==> config.mk <==
export PLATFORM = sky130hd
export DESIGN_NAME = rpn_ctrl
export DESIGN_NICKNAME = d
export VERILOG_FILES = /design/src/rtl/rpn_pkg.sv /design/src/rtl/rpn_ctrl.sv
export SDC_FILE = /design/constraint.sdc
export NUM_CORES = 1
export LEC_CHECK = 0
export BUFFER_PORTS_ARGS = -buffer_cell sky130_fd_sc_hd__buf_2
export CAP_MARGIN = 10
export CORE_AREA = 2 2 39 41
export DETAILED_ROUTE_END_ITERATION = 8
export DIE_AREA = 0 0 41 43
export SLEW_MARGIN = 40
export SYNTH_ARGS = -nofsm -noshare
export SYNTH_HDL_FRONTEND = slang
export SYNTH_SLANG_ARGS = --single-unit
==> constraint.sdc <==
create_clock -name clock -period 1.5 [get_ports clock]
set_input_delay 0.3 -clock clock [delete_from_list [all_inputs] [get_ports clock]]
set_output_delay 0.3 -clock clock [all_outputs]
set_load 0.03 [all_outputs]
==> src/rtl/rpn_pkg.sv <==
// Shared constants, codes and command/status types of the RPN evaluator.
`timescale 1ns / 1ps
package rpn_pkg;

   localparam int STACK_DEPTH = 256;
   localparam int DATA_W      = 32;
   localparam int CHAR_W      = 8;
   localparam int STATUS_W    = 3;
   localparam int DEPTH_W     = $clog2(STACK_DEPTH + 1);
   localparam int ADDR_W      = (STACK_DEPTH > 1) ? $clog2(STACK_DEPTH) : 1;

   // character codes
   localparam logic [CHAR_W-1:0] CH_PLUS  = 8'h2B;
   localparam logic [CHAR_W-1:0] CH_MINUS = 8'h2D;
   localparam logic [CHAR_W-1:0] CH_STAR  = 8'h2A;
   localparam logic [CHAR_W-1:0] CH_SLASH = 8'h2F;
   localparam logic [CHAR_W-1:0] CH_ZERO  = 8'h30;
   localparam logic [CHAR_W-1:0] CH_NINE  = 8'h39;
   localparam logic [CHAR_W-1:0] CH_TAB   = 8'h09;
   localparam logic [CHAR_W-1:0] CH_CR    = 8'h0D;
   localparam logic [CHAR_W-1:0] CH_SPACE = 8'h20;

   // status codes
   localparam logic [STATUS_W-1:0] ST_OK        = 3'd0;
   localparam logic [STATUS_W-1:0] ST_LEFTOVER  = 3'd1;
   localparam logic [STATUS_W-1:0] ST_EMPTY     = 3'd2;
   localparam logic [STATUS_W-1:0] ST_UNDERFLOW = 3'd3;
   localparam logic [STATUS_W-1:0] ST_OVERFLOW  = 3'd4;
   localparam logic [STATUS_W-1:0] ST_UNKNOWN   = 3'd5;
   localparam logic [STATUS_W-1:0] ST_DIVZERO   = 3'd6;

   typedef struct packed {
      logic load_char;   // capture the accepted beat
      logic acc_step;    // fold a digit into the accumulator
      logic push_acc;    // push the pending number
      logic op_check;    // flag checks and fetch the second operand
      logic op_write;    // replace the top two entries with the result
      logic div_start;   // kick off the divider
      logic rsp_load;    // load the result register and clear for next expr
   } cmd_type;

   typedef struct packed {
      logic is_digit;
      logic is_space;
      logic is_div;
      logic in_number;
      logic last;
      logic depth_lt2;
      logic b_zero;
      logic div_busy;
   } stat_type;

endpackage

==> src/rtl/rpn_ctrl.sv <==
// Controller: sequences decode, push and operator steps for each beat, and the result step per expression.
`timescale 1ns / 1ps
module rpn_ctrl import rpn_pkg::*; (
   input  logic     clock,
   input  logic     reset,
   input  logic     req_valid,
   output logic     req_ready,
   output logic     rsp_valid,
   input  logic     rsp_ready,
   input  stat_type status,
   output cmd_type  cmd
);

   typedef enum logic [2:0] {
      S_IDLE,
      S_DECODE,
      S_FLUSH,
      S_OPER,
      S_EXEC,
      S_DIV,
      S_RESULT
   } state_type;

   state_type state_ff, state_in;
   logic      rsp_valid_ff;
   logic      out_free;

   assign out_free = !rsp_valid_ff || rsp_ready;

   always_comb begin
      cmd      = '0;
      state_in = state_ff;
      unique case (state_ff)
         S_IDLE: begin
            cmd.load_char = req_valid;
            if (req_valid) begin
               state_in = S_DECODE;
            end
         end
         S_DECODE: begin
            if (status.is_digit) begin
               cmd.acc_step = 1'b1;
               state_in     = status.last ? S_FLUSH : S_IDLE;
            end else begin
               cmd.push_acc = status.in_number;
               if (!status.is_space) begin
                  state_in = S_OPER;
               end else begin
                  state_in = status.last ? S_RESULT : S_IDLE;
               end
            end
         end
         S_FLUSH: begin
            cmd.push_acc = 1'b1;
            state_in     = S_RESULT;
         end
         S_OPER: begin
            cmd.op_check = 1'b1;
            if (status.depth_lt2) begin
               state_in = status.last ? S_RESULT : S_IDLE;
            end else begin
               state_in = S_EXEC;
            end
         end
         S_EXEC: begin
            if (status.is_div && !status.b_zero) begin
               cmd.div_start = 1'b1;
               state_in      = S_DIV;
            end else begin
               cmd.op_write = 1'b1;
               state_in     = status.last ? S_RESULT : S_IDLE;
            end
         end
         S_DIV: begin
            if (!status.div_busy) begin
               cmd.op_write = 1'b1;
               state_in     = status.last ? S_RESULT : S_IDLE;
            end
         end
         S_RESULT: begin
            if (out_free) begin
               cmd.rsp_load = 1'b1;
               state_in     = S_IDLE;
            end
         end
         default: begin
            state_in = S_IDLE;
         end
      endcase
   end

   always_ff @(posedge clock) begin
      if (reset) begin
         state_ff     <= S_IDLE;
         rsp_valid_ff <= 1'b0;
      end else begin
         state_ff <= state_in;
         if (cmd.rsp_load) begin
            rsp_valid_ff <= 1'b1;
         end else if (rsp_ready) begin
            rsp_valid_ff <= 1'b0;
         end
      end
   end

   assign req_ready = (state_ff == S_IDLE);
   assign rsp_valid = rsp_valid_ff;

   // a pending result is never overwritten
   a_no_overwrite: assert property (@(posedge clock) disable iff (reset)
      cmd.rsp_load |-> (!rsp_valid_ff || rsp_ready))
      else $error("result register overwritten while still pending");

   // no new beat is taken while a division is running
   a_idle_div: assert property (@(posedge clock) disable iff (reset)
      req_ready |-> !status.div_busy)
      else $error("input accepted with divider busy");

   a_div_runs: assert property (@(posedge clock) disable iff (reset)
      cmd.div_start |=> (state_ff == S_DIV) && status.div_busy)
      else $error("divider did not start");

   // an operator only writes back with two operands present
   a_write_depth: assert property (@(posedge clock) disable iff (reset)
      cmd.op_write |-> !status.depth_lt2)
      else $error("operator write-back with fewer than two operands");

endmodule
# Yosys cells after proc, flatten, opt, wreduce, memory -nomap -nowiden
# Index checks and enable logic that the tools add are counted.
[totals]
in_bits = 12
regBits = 4
out_inout_bits = 9
[classes]
eq_ne = 9
n_reduce_logical = 7
muxes = 25
[op_table]
columns = ["cell", "count"]
rows = [
  ["$mux W3", 8],
  ["$pmux W3 S7", 1],
  ["$mux W1", 13],
  ["$eq A3 B3 Y1 const B", 3],
  ["$eq A3 B2 Y1 const B", 2],
  ["$ne A2 B2 Y1 const B", 3],
  ["$pmux W1 S2", 2],
  ["$eq A3 B1 Y1 const B", 1],
  ["$logic_not A3 Y1", 1],
  ["$reduce_and A3 Y1", 1],
  ["$logic_not A1 Y1", 2],
  ["$mux W2", 1],
  ["$reduce_bool A2 Y1", 1],
  ["$logic_and A1 B1 Y1", 1],
  ["$logic_or A1 B1 Y1", 1],
]

# Longest topological paths before layout
# Gate-level depths: netlist of run 1.
[logic_depth]
word_depth = 5
depth_mapped = 5
mapped_depth_nobuf = 4

# Worst setup path after synthesis of run 1
# Ideal clock, no wire load.
[synth_timing]
kind = "flip-flop to output port"
startpoint = "register state_ff[2]"
endpoint = "output port cmd[1] (netlist name)"
required_time_ns = 1.200
arrival_ns = 1.721
path_slack_ns = -0.521
path_stages_with_launch = 3
cell_sequence = "dfxtp_1 > clkbuf_1 > nor4b_1"
[synth_lines]
columns = ["item", "line", "text"]
rows = [
  ["from (decl)", "rpn_ctrl.sv:24", "state_type state_ff, state_in;"],
  ["from (signal assigned)", "rpn_ctrl.sv:97", "state_ff <= state_in;"],
  ["to (decl)", "rpn_ctrl.sv:11", "output cmd_type cmd"],
]

==> results of run 1 <==
## final cells by class
cell class / instances / area share (%)
clock buffer: 3 / 3.54
inverter: 2 / 1.18
multi-input combinational: 42 / 49.4
sequential: 4 / 13.4
tap: 16 / 3.15
timing repair buffer: 28 / 29.3
## cell families (layout without fill, tap and decap cells)
kind of cell | after synthesis | after routing | share of synthesized area [%]
AOI/OAI and AO/OA | 20 | 20 | 39.2
and+or+nand+nor | 22 | 22 | 33.1
DFF | 4 | 4 | 20.6
buffers and inverters | 5 | 33 | 7.07
## routing by layer
metal	routed length [um]	up-vias	global-route usage (%)
met3	40	0	5.24
met2	551	8	23.1
met5	0	-	0
met1	485	220	14.4
li1	-	252	-
met4	0	0	6.00
## final timing paths
check,slack (ns),startpoint,to,cells past startpoint
worst min-delay path,0.28,reset,rsp_valid,2
worst max-delay path,0.01,state_ff[1],cmd[4],4
worst min register to register,0.54,rsp_valid,rsp_valid,2
worst max register to register,0.17,state_ff[1],state_ff[2],4
## power by group through the flow
stage | clock, W | combinational, W | sequential [W]
6_report | 0.000130 | 0.000933 | 0.000207
5_1_grt | 0.000145 | 0.00100 | 0.000214
4_1_cts | 0.000137 | 0.000922 | 0.000206
3_5_place_dp | 0 | 0.000822 | 0.000201
3_3_place_gp | 0 | 0.000822 | 0.000200
2_1_floorplan | 0 | 0.000604 | 0.000188
## worst max-delay path, stage by stage, from the launching register on
cell and delay, ns:
dfxtp_4 0.35, and2b_2 0.23, nand3_2 0.08, a21oi_2 0.15, buf_6 0.14
## flip-flops by register name, summed over array words and instances (netlist names)
register and count:
state_ff 3, rsp_valid 1
## metrics by stage
| stage | utilization (%) | hold WS, ns |
|---|---|---|
| 2_1_floorplan | - | 0.369 |
| 3_3_place_gp | 40.1 | 0.519 |
| 3_5_place_dp | 40.1 | 0.514 |
| 4_1_cts | 45.0 | 0.270 |
| 5_1_grt | 45.9 | 0.267 |
| 6_report | 45.9 | 0.280 |
## placed cells by master (no fill, tap or decap), types with 2 or more instances in the layout
cell type and count:
a21oi_1 4, nor2_1 2, dfxtp_1 2, nand2_1 3
buf_2 14, a211oi_1 2, buf_4 11, nor2b_1 2
o31a_1 2, nand2b_1 4, buf_6 3, inv_1 2
clkbuf_4 3
## repair_timing
action	CTS	global route
pin swaps	4	2
setup endpoints to repair	7	6
cloned	0	0
resized for setup	13	5
setup buffers	2	0
hold endpoints to repair	0	0
==> results.json, run 1 <==
{
  "htreeDepth": 1,
  "nets": 93,
  "post_synth.cell_area_avg_um2": 7.63,
  "grt_pass1_vias": 432,
  "fin_cells": 95,
  "synthArstFlopShare_pct": 0,
  "clk_latency_ns": 0.23,
  "setup_slack_ns": 0.0125,
  "rsz0062_at_grt": "yes",
  "tightest_slew_ns": 0.324,
  "clockPowerShare_pct": 10.3,
  "syn_inst": 51,
  "dpl_worst_slack_ns": 0.115,
  "synth_top_area_cell": "dfxtp_1",
  "powerDensity_mw_per_mm2": 2000,
  "slew_violations": 0,
  "place.detailed.instances": 90,
  "seq_area_um2": 85.1,
  "gr-usage-all-layers_pct": 13.8,
  "cts-buffers-inserted": 3,
  "setup_tns_ns": 0,
  "numClockSinks": 4,
  "ios": 21,
  "antenna_found_initial": 0,
  "yosysWarnings": 0,
  "fin_worst_skew_ns": 0.00913,
  "wl_per_cell_um": 11.3,
  "p_sw_share_pct": 45.3,
  "dieArea_mm2": 0.00176,
  "critPathKind": "flop to primary output",
  "ant_nets": 0,
  "synth_common_cells": "5 x a21oi_1, 4 x dfxtp_1, 4 x nand2b_1, 3 x nand2_1, 3 x nor2b_1",
  "grt_max_degree": 10,
  "syn-num-nets": 63,
  "clock_path_buffers": 2,
  "gr-total-overflow": 0,
  "yosys.cell_types.count": 31,
  "cts_tree": "done",
  "ys_ff_latch": 4,
  "routabilityCongestion": 0.801,
  "finalHoldViolations": 0,
  "p_int_w": 0.000694,
  "clk_pin_slew_ns": 0.04,
  "switchingPower_w": 0.000576,
  "final_layout_size_suffix_gt1_share_pct": 53.2,
  "drt_iter0_drc": 7,
  "end_kind": "primary output",
  "postPlaceCellArea_um2": 554,
  "dieHeight_um": 43,
  "fin_area_um2": 636,
  "dr.pass1.iters": 4,
  "grt_pass1_wl_um": 1670,
  "drt-total-wl_um": 1080,
  "multi_input_area_um2": 314,
  "synth-edff-count": 0,
  "rows": 14,
  "worstSetupStartpointType": "flop",
  "fillerInstances": 150,
  "cp.arrival_ns": 1.19,
  "power.share.sequential_pct": 16.3,
  "antenna_cells": 0,
  "vias": 480,
  "syn_to_final_growth_pct": 63.3,
  "ys_top_cells_by_area": "dfxtp_1 21%, a21oi_1 6.4%, nand2b_1 6.4%, nor2b_1 4.8%, o31a_1 4.5%",
  "timing.critical_path.fanout_max": 7,
  "io_buffers": 20,
  "status": "complete, no violations",
  "route.detailed.drc": 0,
  "max_clock_freq_mhz": 672,
  "cts_hold_buf": 0,
  "yosysTopAreaCellShare_pct": 20.6,
  "seq_area_frac_synth_pct": 20.6,
  "min_path_type": "input port to flop",
  "cp.required_ns": 1.20,
  "setup_violations": 0,
  "finalPower_w": 0.00127,
  "avgViaCountPerCell": 5.05,
  "pwr-share-comb_pct": 73.4,
  "dpl.hpwl_um": 858,
  "start_util_pct": 28.1,
  "syn_area_um2": 389,
  "maxCapViolations": 0,
  "period_minus_slack_ns": 1.49,
  "power.leakage_nw": 0.300,
  "min_period_over_period_pct": 99.2,
  "synthFlopType": "dfxtp_1",
  "relSlewSlack_pct": 78.2,
  "ir_drop_mv": 0.779,
  "fp.dieW_um": 41,
  "core_area_mm2": 0.00138,
  "cts_root_buf": "clkbuf_4",
  "yosysMostFrequentCell": "a21oi_1"
}
No activity file was read; power rests on OpenSTA's default activity.
==> run 2: changes to the inputs <==
- MAX_ROUTING_LAYER: not set -> met4
==> results.json, run 2 (synthesis gave the netlist of run 1 again) <==
{
  "ios": 21,
  "drt-total-wl_um": 1080,
  "power.share.sequential_pct": 16.3,
  "worstSetupStartpointType": "flop",
  "min_period_over_period_pct": 99.2,
  "setup_violations": 0,
  "power.leakage_nw": 0.300,
  "numClockSinks": 4,
  "dr.pass1.iters": 4,
  "place.detailed.instances": 90,
  "p_int_w": 0.000694,
  "setup_tns_ns": 0,
  "antenna_cells": 0,
  "status": "complete, no violations",
  "final_common_cell": "buf_2",
  "cp.arrival_ns": 1.19,
  "cp.required_ns": 1.20,
  "dieHeight_um": 43,
  "rows": 14,
  "period_minus_slack_ns": 1.49,
  "final_layout_size_suffix_gt1_share_pct": 53.2,
  "core_area_mm2": 0.00138,
  "fp.dieW_um": 41,
  "cts_hold_buf": 0,
  "postPlaceCellArea_um2": 554,
  "cpMaxStageDelayCell": "dfxtp_4",
  "grt_pass1_wl_um": 1670,
  "dpl.hpwl_um": 858,
  "rsz0062_at_grt": "yes",
  "clockPowerShare_pct": 10.3,
  "end_kind": "primary output",
  "ir_drop_mv": 0.779,
  "whs_ns": 0.280,
  "relSlewSlack_pct": 78.2,
  "vias": 480,
  "fin_worst_skew_ns": 0.00913,
  "p_sw_share_pct": 45.3,
  "fin_area_um2": 636,
  "top_register": "state_ff",
  "start_util_pct": 28.1,
  "cp_num_buf_inv": 1,
  "ant_nets": 0,
  "cts_root_buf": "clkbuf_4",
  "clk_pin_slew_ns": 0.04,
  "fin_util_pct": 45.9,
  "pwr-share-comb_pct": 73.5,
  "switchingPower_w": 0.000576,
  "nets": 93,
  "wl_per_cell_um": 11.3,
  "slew_violations": 0,
  "syn_to_final_growth_pct": 63.3,
  "htreeDepth": 1,
  "maxCapViolations": 0,
  "antenna_found_initial": 0,
  "io_buffers": 20,
  "tightest_slew_ns": 0.324,
  "finalHoldViolations": 0,
  "max_clock_freq_mhz": 672,
  "grt_max_degree": 10,
  "route.detailed.drc": 0,
  "grt_pass1_vias": 432,
  "gr-total-overflow": 0,
  "powerDensity_mw_per_mm2": 2000,
  "dieArea_mm2": 0.00176,
  "path_cells": "and2b_2, nand3_2, a21oi_2, buf_6",
  "largest_reg_flops": 3,
  "gr-usage-all-layers_pct": 14.2,
  "final_cell_mix": "14 x buf_2, 11 x buf_4, 4 x nand2b_1, 4 x a21oi_1",
  "clk_latency_ns": 0.23,
  "critPathKind": "flop to primary output",
  "timing.critical_path.fanout_max": 7,
  "clock_path_buffers": 2,
  "routabilityCongestion": 0.812,
  "drt_iter0_drc": 7,
  "cts-buffers-inserted": 3,
  "avgViaCountPerCell": 5.05,
  "cp_top_family": "flip-flops",
  "cts_tree": "done",
  "min_path_type": "input port to flop",
  "fin_cells": 95,
  "cpPeakStageDelay_ns": 0.35
}
==> run 2: path summary, 6_finish.rpt <==
check	startpoint	end	slack, ns	cells past startpoint
worst min-delay path	reset	rsp_valid	0.28	2
worst max-delay path	state_ff[1]	cmd[4]	0.01	4
worst min register to register	rsp_valid	rsp_valid	0.54	2
worst max register to register	state_ff[1]	state_ff[2]	0.17	4
==> run 2: timing repair <==
action / 4_1_cts / 5_1_grt
pin swaps: 4 / 2
resized for setup: 13 / 5
setup endpoints to repair: 7 / 6
cloned: 0 / 0
setup buffers: 2 / 0
==> run 2: power groups by stage <==
stage          registers (W)  logic [W]  clock network, W
2_1_floorplan       0.000188   0.000604                 0
3_3_place_gp        0.000200   0.000822                 0
3_5_place_dp        0.000201   0.000822                 0
4_1_cts             0.000206   0.000922          0.000137
5_1_grt             0.000214    0.00100          0.000145
6_report            0.000207   0.000933          0.000130
==> run 2: area by class of cell <==
cell class | count | area (um^2)
Multi-Input combinational cell | 42 | 314
Timing Repair Buffer | 28 | 186
Clock buffer | 3 | 22.5
Fill cell | 150 | 748
Inverter | 2 | 7.51
Tap cell | 16 | 20.0
Sequential cell | 4 | 85.1
==> run 2: stage by stage <==
stage / power, W / setup WS [ns]
after floorplan: 0.000792 / -0.172
after global placement: 0.00102 / 0.106
after detailed placement: 0.00102 / 0.115
after CTS: 0.00127 / 0.0000211
after global routing: 0.00136 / -0.0508
final: 0.00127 / 0.0126
==> run 2: worst reg2reg max path: stages, from the launching register on <==
cell,delay [ns]
dfxtp_4,0.35
buf_4,0.15
a21o_1,0.15
a211o_1,0.32
o32ai_2,0.25
==> run 2: metal layers <==
metal  track usage (%)  share of wire, %
met5                 -                 0
met4              6.00                 0
met3              4.71               3.1
met2              23.1                51
met1              14.7                46
==> run 3: changes to the inputs <==
- ABC_AREA: not set -> 1
- CTS_BUF_LIST: not set -> sky130_fd_sc_hd__clkbuf_8
==> results.json, run 3 <==
{
  "synthArstFlopShare_pct": 0,
  "tightest_slew_ns": 0.262,
  "ys_ff_latch": 4,
  "cts_root_buf": "clkbuf_8",
  "clk_latency_ns": 0.22,
  "synth_top_area_cell": "dfxtp_1",
  "fin_area_um2": 579,
  "gr-total-overflow": 0,
  "max_clock_freq_mhz": 702,
  "syn-num-nets": 88,
  "io_buffers": 20,
  "cp_num_buf_inv": 1,
  "largest_reg_flops": 3,
  "grt_pass1_vias": 434,
  "grt_max_degree": 10,
  "setup_violations": 0,
  "nets": 112,
  "pwr-share-comb_pct": 39.5,
  "timing.critical_path.fanout_max": 9,
  "fin_worst_skew_ns": 0.00274,
  "min_period_over_period_pct": 94.9,
  "post_synth.cell_area_avg_um2": 5.40,
  "clock_path_buffers": 2,
  "switchingPower_w": 0.000265,
  "gr-usage-all-layers_pct": 13.7,
  "yosysMostFrequentCell": "inv_1",
  "power.leakage_nw": 0.364,
  "final_cell_mix": "19 x buf_2, 16 x inv_1, 14 x nor2_1",
  "place.detailed.instances": 111,
  "antenna_found_initial": 0,
  "top_register": "state_ff",
  "htreeDepth": 1,
  "setup_tns_ns": 0,
  "cts_tree": "done",
  "ant_nets": 0,
  "route.detailed.drc": 0,
  "start_util_pct": 29.7,
  "grt_pass1_wl_um": 1580,
  "synth_common_cells": "16 x inv_1, 14 x nor2_1, 13 x nand2_1, 9 x nand3_1, 4 x dfxtp_1",
  "vias": 478,
  "syn_area_um2": 410,
  "ios": 21,
  "yosysWarnings": 0,
  "rows": 14,
  "path_cells": "nor2_4, nand2_2, o22ai_1, buf_2",
  "cts-buffers-inserted": 3,
  "min_path_type": "input port to flop",
  "cp.required_ns": 1.20,
  "finalHoldViolations": 0,
  "antenna_cells": 0,
  "worstSetupStartpointType": "flop",
  "fin_cells": 114,
  "cp_top_family": "flip-flops",
  "synthFlopType": "dfxtp_1",
  "numClockSinks": 4,
  "seq_area_frac_synth_pct": 19.5,
  "final_layout_size_suffix_gt1_share_pct": 36.7,
  "fin_util_pct": 41.9,
  "clk_pin_slew_ns": 0.03,
  "rsz0062_at_grt": "no",
  "synth-edff-count": 0,
  "power.share.sequential_pct": 24.6,
  "dpl.hpwl_um": 788,
  "relSlewSlack_pct": 82.4,
  "drt_iter0_drc": 10,
  "maxCapViolations": 0,
  "clockPowerShare_pct": 35.9,
  "period_minus_slack_ns": 1.42,
  "syn_to_final_growth_pct": 41.2,
  "avgViaCountPerCell": 4.19,
  "hp-start": "reset",
  "dr.pass1.iters": 4,
  "reg2reg_from": "state_ff[2]",
  "drt-total-wl_um": 968,
  "postPlaceCellArea_um2": 524,
  "wl_per_cell_um": 8.49,
  "dieHeight_um": 43,
  "end_kind": "primary output",
  "critPathKind": "flop to primary output",
  "core_area_mm2": 0.00138,
  "final_common_cell": "buf_2",
  "fp.dieW_um": 41,
  "finalPower_w": 0.000652,
  "yosys.cell_types.count": 18,
  "cp-startpoint": "state_ff[0]",
  "syn_inst": 76,
  "powerDensity_mw_per_mm2": 1120,
  "dieArea_mm2": 0.00176,
  "p_int_w": 0.000387,
  "ir_drop_mv": 0.460,
  "routabilityCongestion": 0.785,
  "p_sw_share_pct": 40.7,
  "cp.arrival_ns": 1.12,
  "yosysTopAreaCellShare_pct": 19.5,
  "cpPeakStageDelay_ns": 0.38,
  "status": "complete, no violations",
  "cts_setup_buffers": 0,
  "slew_violations": 0,
  "ys_top_cells_by_area": "dfxtp_1 20%, inv_1 15%, nor2_1 13%, nand2_1 12%, nand3_1 11%",
  "cpMaxStageDelayCell": "dfxtp_4"
}
==> run 3: cell families (layout without fill, tap and decap cells) <==
kind of cell,Yosys count,count (layout),share of synthesized area [%]
AND/OR/NAND/NOR,45,45,51.5
buffers and inverters,20,42,20.1
flip-flops,4,4,19.5
AO/OA/AOI/OAI,7,7,8.84
==> run 3: routing by layer <==
metal	GRT usage [%]	up-vias	part of all wire, %
li1	-	278	-
met1	15.1	188	49
met2	20.3	10	45
met3	3.14	2	3.5
met4	10.0	0	2.3
met5	-	-	0
==> run 3: metrics by stage <==
stage	setup slack, ns	hold slack [ns]
finish	0.0758	0.273
global route	0.0126	0.294
CTS	0.00357	0.279
detailed placement	0.135	0.516
global placement	0.157	0.515
floorplan	0.0788	0.369
==> run 3: power by group through the flow <==
stage | combinational (W) | clock (W) | sequential [W]
after floorplan | 0.000216 | 0 | 0.000134
after global placement | 0.000253 | 0 | 0.000153
after detailed placement | 0.000255 | 0 | 0.000153
after CTS | 0.000256 | 0.000235 | 0.000154
after global routing | 0.000283 | 0.000241 | 0.000164
final | 0.000257 | 0.000234 | 0.000161
==> run 3: worst register-to-register path: cells and delay by family, from the launching register on <==
family                 cells  cell delay [ns]
buffers and inverters      2             0.13
AND/OR/NAND/NOR            4             0.40
flip-flops                 1             0.39
AO/OA/AOI/OAI              1             0.06
==> run 3: area by class of cell <==
cell class | instances | area [um^2]
inverters | 19 | 71.3
well taps | 16 | 20.0
clock buffers | 3 | 41.3
repair buffers | 20 | 103
multi-input cells | 52 | 258
fillers | 147 | 805
flip-flops and latches | 4 | 86.3
==> run 3: repair_timing <==
item | CTS | global route
pin swaps | 0 | 0
gates resized for setup | 2 | 5
endpoints found under the setup margin | 7 | 4
hold buffers | 0 | 0
==> run 3: path summary, 6_finish.rpt <==
kind | slack, ns | cells past startpoint | endpoint
max | 0.08 | 4 | cmd[2]
min | 0.27 | 2 | state_ff[0]
max reg2reg | 0.41 | 7 | state_ff[1]
min reg2reg | 0.57 | 2 | state_ff[0]
